==> src/rtl/slpl_pkg.sv <==
`default_nettype none
// ----------------------------------------------------------------------------
// slpl_pkg: shared definitions for the slot pool linked list unit
// Field widths, operation and status codes, and the command and status
// bundles that join the controller to the datapath.
// ----------------------------------------------------------------------------
package slpl_pkg;

  // Pool size default and fixed field widths
  localparam int SLOTS_DEF  = 128;
  localparam int SLOT_W     = 7;
  localparam int OP_W       = 2;
  localparam int ST_W       = 2;
  localparam int CNT_W      = 8;
  localparam int IN_DATA_W  = 8;
  localparam int IN_USER_W  = 2;
  localparam int OUT_DATA_W = 16;
  localparam int OUT_USER_W = 3;

  // Operation codes carried on in_tuser
  typedef enum logic [OP_W-1:0] {
    OP_ALLOC   = 2'd0,
    OP_RELEASE = 2'd1,
    OP_FOLLOW  = 2'd2
  } op_t;

  // Result status codes
  typedef enum logic [ST_W-1:0] {
    ST_OK       = 2'd0,
    ST_FULL     = 2'd1,
    ST_HEAD     = 2'd2,
    ST_NOT_USED = 2'd3
  } status_t;

  // Controller to datapath: one step strobe each
  typedef struct packed {
    logic accept;      // take the input beat, start the link read
    logic clr_wr;      // write one entry of the clearing pass
    logic alloc_link;  // pop free top, link it behind the tail
    logic alloc_tail;  // terminate the new slot, move the tail
    logic rel_check;   // check busy bit, unlink from neighbors
    logic rel_free;    // push the released slot on the free list
    logic fol_res;     // form the follow result
    logic out_load;    // move the result into the output register
  } slpl_cmd_t;

  // Datapath to controller
  typedef struct packed {
    op_t  op;          // opcode on the input channel
    logic imm_done;    // input beat completes without memory work
    logic rd_busy;     // busy bit read for the current slot
    logic clr_last;    // clearing pass is at its last entry
    logic out_free;    // output register can take a result this cycle
  } slpl_stat_t;

endpackage
`default_nettype wire

==> src/rtl/slot_pool_linked_list_unit.sv <==
`default_nettype none
// ----------------------------------------------------------------------------
// slot_pool_linked_list_unit: slot pool with in-use list and free list
// Allocates, releases and follows slots of a fixed pool kept as a doubly
// linked in-use list headed by slot 0 and a last-in first-out free list.
// ----------------------------------------------------------------------------
// After reset the unit runs a clearing pass over all SLOTS entries (128 by default)
// with in_tready low, then takes one operation at a time. An allocate steps
// through the link and tail states, a release of an in-use slot through the
// check and free states, follow and release of a free slot through a single
// work state, and a rejected operation (pool full, head slot, slot out of range)
// or opcode 3 goes straight to the emit state; the link memories are read once
// at acceptance and written at one address per memory per cycle. Each beat
// gives exactly one result beat, held in an output register, so a new
// operation is accepted while an earlier result still waits; the result of
// that new operation holds in_tready low until the register frees.
module slot_pool_linked_list_unit
  import slpl_pkg::*;
#(
  parameter int SLOTS = SLOTS_DEF
) (
  input  wire logic                  clk,
  input  wire logic                  rst_n,
  input  wire logic                  in_tvalid,
  output logic                       in_tready,
  input  wire logic [IN_DATA_W-1:0]  in_tdata,   // slot[6:0], zero[7]
  input  wire logic [IN_USER_W-1:0]  in_tuser,   // opcode[1:0]
  output logic                       out_tvalid,
  input  wire logic                  out_tready,
  output logic [OUT_DATA_W-1:0]      out_tdata,  // result_slot[6:0], used_count[14:7], zero[15]
  output logic [OUT_USER_W-1:0]      out_tuser   // has_slot[0], status[2:1]
);

  slpl_cmd_t  cmd;
  slpl_stat_t stat;

  // Sequencer
  slpl_ctrl u_ctrl (
    .clk       (clk),
    .rst_n     (rst_n),
    .in_tvalid (in_tvalid),
    .in_tready (in_tready),
    .stat      (stat),
    .cmd       (cmd)
  );

  // Link memories and registers
  slpl_dpath #(
    .SLOTS (SLOTS)
  ) u_dpath (
    .clk        (clk),
    .rst_n      (rst_n),
    .cmd        (cmd),
    .stat       (stat),
    .in_tuser   (in_tuser),
    .in_tdata   (in_tdata),
    .out_tready (out_tready),
    .out_tvalid (out_tvalid),
    .out_tdata  (out_tdata),
    .out_tuser  (out_tuser)
  );

endmodule
`default_nettype wire

==> src/rtl/slpl_ctrl.sv <==
`default_nettype none
// ----------------------------------------------------------------------------
// slpl_ctrl: operation sequencer
// One-hot state machine that runs the clearing pass after reset and steps
// each accepted operation through its memory read and write cycles.
// ----------------------------------------------------------------------------
module slpl_ctrl
  import slpl_pkg::*;
(
  input  wire logic       clk,
  input  wire logic       rst_n,
  input  wire logic       in_tvalid,
  output logic            in_tready,
  input  wire slpl_stat_t stat,
  output slpl_cmd_t       cmd
);

  typedef enum logic [7:0] {
    S_CLR        = 8'b0000_0001,
    S_IDLE       = 8'b0000_0010,
    S_ALLOC_LINK = 8'b0000_0100,
    S_ALLOC_TAIL = 8'b0000_1000,
    S_REL_CHK    = 8'b0001_0000,
    S_REL_FREE   = 8'b0010_0000,
    S_FOL_RES    = 8'b0100_0000,
    S_EMIT       = 8'b1000_0000
  } state_t;

  state_t state_r, state_nxt, start_st;
  logic   accept;

  // Pick the first work state for a new beat
  always_comb begin
    if (stat.imm_done) begin
      start_st = S_EMIT;
    end else begin
      case (stat.op)
        OP_ALLOC:   start_st = S_ALLOC_LINK;
        OP_RELEASE: start_st = S_REL_CHK;
        OP_FOLLOW:  start_st = S_FOL_RES;
        default:    start_st = S_EMIT;
      endcase
    end
  end

  // Accept while idle, or while the last result drains this cycle
  assign in_tready = (state_r == S_IDLE) || ((state_r == S_EMIT) && stat.out_free);
  assign accept    = in_tvalid && in_tready;

  // Decode steps and next state
  always_comb begin
    cmd        = '0;
    cmd.accept = accept;
    state_nxt  = state_r;
    case (state_r)
      S_CLR: begin
        cmd.clr_wr = 1'b1;
        if (stat.clr_last) state_nxt = S_IDLE;
      end
      S_IDLE: begin
        if (accept) state_nxt = start_st;
      end
      S_ALLOC_LINK: begin
        cmd.alloc_link = 1'b1;
        state_nxt      = S_ALLOC_TAIL;
      end
      S_ALLOC_TAIL: begin
        cmd.alloc_tail = 1'b1;
        state_nxt      = S_EMIT;
      end
      S_REL_CHK: begin
        cmd.rel_check = 1'b1;
        state_nxt     = stat.rd_busy ? S_REL_FREE : S_EMIT;
      end
      S_REL_FREE: begin
        cmd.rel_free = 1'b1;
        state_nxt    = S_EMIT;
      end
      S_FOL_RES: begin
        cmd.fol_res = 1'b1;
        state_nxt   = S_EMIT;
      end
      S_EMIT: begin
        cmd.out_load = stat.out_free;
        if (accept) begin
          state_nxt = start_st;
        end else if (stat.out_free) begin
          state_nxt = S_IDLE;
        end
      end
      default: begin
        state_nxt = S_IDLE;
      end
    endcase
  end

  // Hold state
  always_ff @(posedge clk) begin
    if (!rst_n) begin
      state_r <= S_CLR;
    end else begin
      state_r <= state_nxt;
    end
  end

endmodule
`default_nettype wire

==> src/rtl/slpl_dpath.sv <==
`default_nettype none
// ----------------------------------------------------------------------------
// slpl_dpath: link memories and list registers
// Holds the back link, fore link and busy memories, the free top, tail and
// count registers, the result register and the output register.
// ----------------------------------------------------------------------------
module slpl_dpath
  import slpl_pkg::*;
#(
  parameter int SLOTS = SLOTS_DEF
) (
  input  wire logic                  clk,
  input  wire logic                  rst_n,
  input  wire slpl_cmd_t             cmd,
  output slpl_stat_t                 stat,
  input  wire logic [IN_USER_W-1:0]  in_tuser,
  input  wire logic [IN_DATA_W-1:0]  in_tdata,
  input  wire logic                  out_tready,
  output logic                       out_tvalid,
  output logic [OUT_DATA_W-1:0]      out_tdata,
  output logic [OUT_USER_W-1:0]      out_tuser
);

  localparam int LW = $clog2(SLOTS + 1);
  localparam int AW = $clog2(SLOTS);
  localparam int XW = (LW > SLOT_W) ? LW : SLOT_W;
  localparam logic [LW-1:0] LINK_NONE = LW'(SLOTS);

  // Link memories
  logic [LW-1:0] back_mem [SLOTS];
  logic [LW-1:0] fore_mem [SLOTS];
  logic          busy_mem [SLOTS];

  logic [LW-1:0] back_rd_r, fore_rd_r;
  logic          busy_rd_r;

  // List registers
  logic [LW-1:0] free_top_r, tail_r, total_r;
  logic [AW-1:0] clr_idx_r;
  logic [AW-1:0] addr_r;

  // Result and output registers
  logic [SLOT_W-1:0] res_slot_r, res_slot_nxt;
  logic              res_has_r, res_has_nxt;
  status_t           res_status_r, res_status_nxt;
  logic              res_load;
  logic              out_valid_r;
  logic [SLOT_W-1:0] out_slot_r;
  logic              out_has_r;
  status_t           out_status_r;
  logic [CNT_W-1:0]  out_count_r;

  // Input beat decode
  op_t           in_op;
  logic [SLOT_W-1:0] in_slot;
  logic [XW-1:0] slot_ext;
  logic          slot_ok;
  logic [AW-1:0] rd_addr;
  logic          imm_done;
  status_t       imm_status;

  assign in_op    = op_t'(in_tuser);
  assign in_slot  = in_tdata[SLOT_W-1:0];
  assign slot_ext = XW'(in_slot);
  assign slot_ok  = slot_ext < XW'(SLOTS);
  assign rd_addr  = (in_op == OP_ALLOC) ? free_top_r[AW-1:0] : slot_ext[AW-1:0];

  // Flag operations that finish at once
  always_comb begin
    imm_done   = 1'b0;
    imm_status = ST_OK;
    case (in_op)
      OP_ALLOC: begin
        if (free_top_r == LINK_NONE) begin
          imm_done   = 1'b1;
          imm_status = ST_FULL;
        end
      end
      OP_RELEASE: begin
        if (in_slot == '0) begin
          imm_done   = 1'b1;
          imm_status = ST_HEAD;
        end else if (!slot_ok) begin
          imm_done   = 1'b1;
          imm_status = ST_NOT_USED;
        end
      end
      OP_FOLLOW: begin
        if (!slot_ok) begin
          imm_done   = 1'b1;
          imm_status = ST_NOT_USED;
        end
      end
      default: begin
        imm_done   = 1'b1;
        imm_status = ST_OK;
      end
    endcase
  end

  // Neighbor checks on the links read for a release
  logic rel_is_tail, nx_ok, pv_ok, fol_ok;
  assign rel_is_tail = (LW'(addr_r) == tail_r);
  assign nx_ok       = fore_rd_r < LINK_NONE;
  assign pv_ok       = back_rd_r < LINK_NONE;
  assign fol_ok      = fore_rd_r < LINK_NONE;

  // Clearing pass values
  logic [LW-1:0] back_clr;
  assign back_clr = ((clr_idx_r == '0) || (clr_idx_r == AW'(SLOTS - 1))) ? LINK_NONE :
                    (LW'(clr_idx_r) + LW'(1));

  // Back link write port
  logic          back_we;
  logic [AW-1:0] back_wa;
  logic [LW-1:0] back_wd;
  always_comb begin
    back_we = 1'b0;
    back_wa = clr_idx_r;
    back_wd = back_clr;
    if (cmd.clr_wr) begin
      back_we = 1'b1;
    end else if (cmd.alloc_link) begin
      back_we = 1'b1;
      back_wa = addr_r;
      back_wd = tail_r;
    end else if (cmd.rel_check && busy_rd_r && !rel_is_tail && nx_ok) begin
      back_we = 1'b1;
      back_wa = fore_rd_r[AW-1:0];
      back_wd = back_rd_r;
    end else if (cmd.rel_free) begin
      back_we = 1'b1;
      back_wa = addr_r;
      back_wd = free_top_r;
    end
  end

  // Fore link write port
  logic          fore_we;
  logic [AW-1:0] fore_wa;
  logic [LW-1:0] fore_wd;
  always_comb begin
    fore_we = 1'b0;
    fore_wa = clr_idx_r;
    fore_wd = LINK_NONE;
    if (cmd.clr_wr) begin
      fore_we = 1'b1;
    end else if (cmd.alloc_link) begin
      fore_we = tail_r < LINK_NONE;
      fore_wa = tail_r[AW-1:0];
      fore_wd = LW'(addr_r);
    end else if (cmd.alloc_tail) begin
      fore_we = 1'b1;
      fore_wa = addr_r;
    end else if (cmd.rel_check && busy_rd_r && pv_ok) begin
      fore_we = 1'b1;
      fore_wa = back_rd_r[AW-1:0];
      fore_wd = fore_rd_r;
    end
  end

  // Busy bit write port
  logic          busy_we;
  logic [AW-1:0] busy_wa;
  logic          busy_wd;
  always_comb begin
    busy_we = 1'b0;
    busy_wa = clr_idx_r;
    busy_wd = (clr_idx_r == '0);
    if (cmd.clr_wr) begin
      busy_we = 1'b1;
    end else if (cmd.alloc_link) begin
      busy_we = 1'b1;
      busy_wa = addr_r;
      busy_wd = 1'b1;
    end else if (cmd.rel_free) begin
      busy_we = 1'b1;
      busy_wa = addr_r;
      busy_wd = 1'b0;
    end
  end

  // Write and read the memories
  always_ff @(posedge clk) begin
    if (back_we) back_mem[back_wa] <= back_wd;
    if (fore_we) fore_mem[fore_wa] <= fore_wd;
    if (busy_we) busy_mem[busy_wa] <= busy_wd;
    if (cmd.accept) begin
      back_rd_r <= back_mem[rd_addr];
      fore_rd_r <= fore_mem[rd_addr];
      busy_rd_r <= busy_mem[rd_addr];
    end
  end

  // Form the next result
  always_comb begin
    res_load       = 1'b0;
    res_slot_nxt   = '0;
    res_has_nxt    = 1'b0;
    res_status_nxt = ST_OK;
    if (cmd.accept) begin
      res_load       = 1'b1;
      res_status_nxt = imm_status;
    end else if (cmd.alloc_tail) begin
      res_load     = 1'b1;
      res_slot_nxt = SLOT_W'(addr_r);
      res_has_nxt  = 1'b1;
    end else if (cmd.rel_check) begin
      res_load       = !busy_rd_r;
      res_status_nxt = ST_NOT_USED;
    end else if (cmd.rel_free) begin
      res_load = 1'b1;
    end else if (cmd.fol_res) begin
      res_load     = 1'b1;
      res_slot_nxt = fol_ok ? SLOT_W'(fore_rd_r) : '0;
      res_has_nxt  = fol_ok;
    end
  end

  // Advance list registers
  always_ff @(posedge clk) begin
    if (!rst_n) begin
      free_top_r  <= LW'(1);
      tail_r      <= '0;
      total_r     <= LW'(1);
      clr_idx_r   <= '0;
      out_valid_r <= 1'b0;
    end else begin
      if (cmd.clr_wr) clr_idx_r <= clr_idx_r + AW'(1);
      if (cmd.alloc_link) free_top_r <= back_rd_r;
      if (cmd.alloc_tail) begin
        tail_r  <= LW'(addr_r);
        total_r <= total_r + LW'(1);
      end
      if (cmd.rel_check && busy_rd_r && rel_is_tail) tail_r <= back_rd_r;
      if (cmd.rel_free) begin
        free_top_r <= LW'(addr_r);
        total_r    <= total_r - LW'(1);
      end
      if (cmd.out_load) begin
        out_valid_r <= 1'b1;
      end else if (out_tready) begin
        out_valid_r <= 1'b0;
      end
    end
  end

  // Hold payload
  always_ff @(posedge clk) begin
    if (cmd.accept) addr_r <= rd_addr;
    if (res_load) begin
      res_slot_r   <= res_slot_nxt;
      res_has_r    <= res_has_nxt;
      res_status_r <= res_status_nxt;
    end
    if (cmd.out_load) begin
      out_slot_r   <= res_slot_r;
      out_has_r    <= res_has_r;
      out_status_r <= res_status_r;
      out_count_r  <= CNT_W'(total_r);
    end
  end

  // Status to the controller
  assign stat.op       = in_op;
  assign stat.imm_done = imm_done;
  assign stat.rd_busy  = busy_rd_r;
  assign stat.clr_last = (clr_idx_r == AW'(SLOTS - 1));
  assign stat.out_free = !out_valid_r || out_tready;

  // Drive the result channel
  assign out_tvalid = out_valid_r;
  assign out_tdata  = {{(OUT_DATA_W - CNT_W - SLOT_W){1'b0}}, out_count_r, out_slot_r};
  assign out_tuser  = {out_status_r, out_has_r};

`ifndef ASSERT_OFF
  // Free list is empty exactly when every slot is in use; during an allocation the
  // count moves in the tail step, after the free top has moved in the link step
  a_full_consistent: assert property (@(posedge clk) disable iff (!rst_n)
    !cmd.alloc_tail |-> ((free_top_r == LINK_NONE) == (total_r == LW'(SLOTS))))
    else $error("free top and use count disagree");

  // Allocation never links a slot into a full pool
  a_alloc_not_full: assert property (@(posedge clk) disable iff (!rst_n)
    cmd.alloc_tail |-> (total_r < LW'(SLOTS)))
    else $error("allocation on a full pool");

  // A busy slot that passes the check is pushed on the free list next
  a_rel_then_free: assert property (@(posedge clk) disable iff (!rst_n)
    (cmd.rel_check && busy_rd_r) |=> cmd.rel_free)
    else $error("release unlinked but not freed");

  // A new result never overwrites a beat that is still held
  a_load_no_overrun: assert property (@(posedge clk) disable iff (!rst_n)
    (cmd.out_load && out_valid_r) |-> out_tready)
    else $error("output register overrun");
`endif

endmodule
`default_nettype wire

==> config.mk <==
export PLATFORM = sky130hd
export DESIGN_NAME = slot_pool_linked_list_unit
export DESIGN_NICKNAME = d
export VERILOG_FILES = /design/src/rtl/slpl_pkg.sv /design/src/rtl/slot_pool_linked_list_unit.sv /design/src/rtl/slpl_ctrl.sv /design/src/rtl/slpl_dpath.sv
export SDC_FILE = /design/constraint.sdc
export NUM_CORES = 2
export LEC_CHECK = 0
export ABC_AREA = 1
export BUFFER_PORTS_ARGS = -buffer_cell sky130_fd_sc_hd__buf_4
export CORE_MARGIN = 2
export CORE_UTILIZATION = 40
export CTS_CLUSTER_DIAMETER = 40
export CTS_CLUSTER_SIZE = 28
export DETAILED_ROUTE_END_ITERATION = 6
export PLACE_DENSITY = 0.52
export SETUP_SLACK_MARGIN = 0.5
export SYNTH_ARGS = -nofsm -noshare
export SYNTH_HDL_FRONTEND = slang
export SYNTH_HIERARCHICAL = 1
export SYNTH_SLANG_ARGS = --single-unit
==> constraint.sdc <==
create_clock -name clk -period 9.4 [get_ports clk]
set_clock_uncertainty 0.15 [all_clocks]
set_input_delay 0 -clock clk [delete_from_list [all_inputs] [get_ports clk]]
set_output_delay 0 -clock clk [all_outputs]
set_load 0.005 [all_outputs]
==> reports/metrics.cfg <==
[clock_network]
clock_latency_ns=0.95
ctsHtreeMaxLevel=5
cts_made_buffers=335
clk_pin_slew_ns=0.05
postCtsSetupBuffers=0
max-clock-path-buffers=4
cts_tree=built
clock_sinks=2268
cts-root-buf=clkbuf_16
cts-resized-gates=0

[floorplan]
io_pins=35
rows=178
core_mm2=0.235
die_x_um=490
fp.dieH_um=490
start_util_pct=40.2
die_area_mm2=0.240

[cells_and_area]
syn2layout_area_growth_pct=15.2
drive_gt1_share_pct=8.97
final_cell_area_mm2=0.109
nets=8286
layoutNonFillerInstCount=11700
fillCellCount=21200

[yosys]
synth-seq-cells=2268
netlist_area_mm2=0.0944
seq_area_frac_synth_pct=71.7
syn_nets=8328
yosysUniqueCellTypes=49
syn_avg_cell_area_um2=11.4
syn_inst=8305
synth_warnings=6

[placed_design]
hpwl_um=142000
dp_cells=11000
port_buffers=32
place_area_mm2=0.0973
gp_congestion=0.868

[power_and_ir_drop]
p_leak_nw=38.8
p_sw_share_pct=25.8
pwr-share-clk_pct=46.7
power_density_mw_per_mm2=245
internal_power_mw=19.7
peakVddDrop_v=0.000232
power_frac_comb_pct=9.8
p_total_mw=26.6
power_frac_seq_pct=43.6
p_sw_mw=6.86

[sta]
finalMaxSlewViolations=0
tightest_slew_ns=1.30
period_share_pct=52.8
fmax_ghz=0.202
slew_headroom_pct=13.3
fin_crit_ns=4.96
setup_viol_count_final=0
rsz0062_at_grt=no
hold_viol=0
tns_ns=0

[route]
wl_per_cell_um=22.7
drt-pass1-iter-count=6
drc=0
wl_um=265000
drt_iter0_markers=6163
avgViaCountPerCell=5.41
ant_nets=0
vias=63200

[grt]
grt_antenna_before_repair=3
grt_pass1_vias=59900
grt.overflow.total=0
grt_max_degree=201
grt_pass1_wl_um=390000
grt_usage_pct=21.7

[status]
status=finished, final reports clean

[critical_path]
arrival_ns=5.36
cp-start-kind=flop
worst-endpoint-required_ns=9.80
worstSetupPathType=flop to flop
critPathCaptureType=flop
crit_fanout=36

[min_path]
hold_path.class=primary input to flop

[flow_run]
cap_violations=0

## metrics by stage
stage / util (%) / hold WS, ns / setup slack (ns)
finish: 46.3 / 0.0894 / 4.44
global route: 46.3 / 0.0925 / 4.09
CTS: 46.3 / 0.0301 / 4.45
detailed placement: 41.4 / 0.179 / 4.50
global placement: 41.4 / 0.181 / 4.49
floorplan: - / -0.0800 / 1.31
## area by class of cell
type | count | area (um2) | share of cell area (%)
Clock buffer | 369 | 8660 | 7.96
Tap cell | 3150 | 3940 | 3.62
Inverter | 146 | 572 | 0.526
Multi-Input combinational cell | 5357 | 23900 | 22.0
Clock inverter | 229 | 2530 | 2.32
Timing Repair Buffer | 155 | 1420 | 1.30
Sequential cell | 2268 | 67700 | 62.2
Antenna cell | 2 | 5.00 | 0.00460
## critical path: stages, from the launching register on
cell	delay (ns)
dfxtp_1	0.33
nor2_2	0.17
nand2_2	0.11
inv_2	0.09
nand2_1	0.09
inv_1	0.06
buf_4	0.36
inv_1	0.33
a21oi_1	0.25
inv_1	0.06
nand2_1	0.06
nand3_1	0.07
nand3_1	0.16
nand2_1	0.12
a21oi_1	0.91
nand2_1	0.46
nor2_1	0.76
## timing repair
action | in CTS | in global routing
hold endpoints to repair | 110 | 0
hold buffers | 27 | 0
endpoints found under the setup margin | 0 | 0
## cell usage in the layout, fill, tap and decap left out, types with 4 or more instances in the layout
cell | netlist | final
clkbuf_1 | 155 | 27
inv_8 | 0 | 24
o211ai_1 | 7 | 7
o21ai_4 | 1 | 11
nor2_1 | 460 | 459
buf_12 | 0 | 15
clkinv_2 | 0 | 35
nand4_4 | 8 | 8
nand3_1 | 2194 | 2194
inv_2 | 13 | 13
inv_6 | 0 | 59
xor2_1 | 5 | 5
nor3_1 | 17 | 17
nor2_2 | 5 | 6
o221ai_1 | 7 | 7
nand4_1 | 13 | 13
inv_1 | 125 | 123
nand2_2 | 8 | 8
clkinv_8 | 0 | 6
buf_4 | 15 | 113
nand2_4 | 5 | 9
bufinv_16 | 0 | 33
clkinvlp_4 | 0 | 30
edfxtp_1 | 2228 | 2228
o21ai_0 | 42 | 38
nor2_4 | 5 | 5
a21oi_1 | 64 | 57
dlygate4sd3_1 | 0 | 27
dfxtp_1 | 40 | 40
clkinv_4 | 0 | 23
nand2_1 | 2460 | 2456
nor4_1 | 4 | 4
a21oi_4 | 1 | 8
a311oi_1 | 7 | 7
clkbuf_16 | 0 | 342
nand3_2 | 5 | 5
ha_1 | 8 | 8
clkinv_1 | 7 | 28
## cells in the mapped netlist, drive strengths merged
cell / number / area share, %
nand4: 21 / 0.27
clkinv: 7 / 0.028
a21oi: 67 / 0.37
edfxtp: 2228 / 71
a211oi: 2 / 0.016
nor3: 17 / 0.090
o31ai: 2 / 0.016
conb: 1 / 0.0040
o211ai: 8 / 0.078
nor4: 4 / 0.026
xnor2: 1 / 0.0093
and3: 1 / 0.0066
o21a: 2 / 0.016
nand3b: 2 / 0.016
nand3: 2199 / 12
buf: 379 / 2.0
ha: 8 / 0.11
o21ai: 54 / 0.31
a311oi: 7 / 0.065
fa: 1 / 0.021
nand2: 2473 / 9.9
xor2: 5 / 0.046
nor2: 471 / 1.9
clkbuf: 155 / 0.62
o2111ai: 1 / 0.0093
inv: 139 / 0.56
o22ai: 1 / 0.0066
or2: 1 / 0.0066
a31oi: 1 / 0.0066
dfxtp: 40 / 0.85
o221ai: 7 / 0.065
## power groups by stage
stage / registers, mW / logic (mW) / clock network, mW
finish: 11.6 / 2.60 / 12.4
global route: 11.6 / 2.79 / 13.1
CTS: 11.6 / 2.59 / 12.6
detailed placement: 11.8 / 2.58 / 0
global placement: 11.8 / 2.55 / 0
floorplan: 11.9 / 1.48 / 0
## metal layers
metal	wire length, um	GRT usage [%]	vias to the layer above
met2	121000	33.5	2307
met5	0	0	-
met3	19500	3.91	449
li1	-	-	29300
met1	116000	31.0	31100
met4	7550	6.84	0
## state kept, by name, summed over array words and instances (netlist names), 8 cells and up
name / flops
u_ctrl/state_r: 8
u_dpath/back_mem: 1024
u_dpath/back_rd_r: 8
u_dpath/busy_mem: 128
u_dpath/fore_mem: 1024
u_dpath/fore_rd_r: 8
u_dpath/free_top_r: 8
u_dpath/out_count_r: 8
u_dpath/tail_r: 8
u_dpath/total_r: 8
## final timing paths
kind | from | end | slack [ns] | cells past startpoint
max | u_ctrl/state_r[3] | u_dpath/back_mem[58][2] | 4.44 | 16
min | in_tvalid | u_ctrl/state_r[3] | 0.09 | 6
max reg2reg | u_ctrl/state_r[3] | u_dpath/back_mem[58][2] | 4.44 | 16
min reg2reg | u_dpath/res_status_r[0] | u_dpath/out_status_r[0] | 0.26 | 0
## cells by family (layout without fill, tap and decap cells)
family | after synthesis | count (layout) | synth area share [%]
compound gates | 152 | 152 | 0.963
xor+xnor | 6 | 6 | 0.0557
fa+ha+maj | 9 | 9 | 0.127
buf+inv | 680 | 899 | 3.22
flops | 2268 | 2268 | 71.7
other cells | 1 | 3 | 0.00397
simple gates | 5189 | 5189 | 23.9
(Power assumes the default switching activity.)
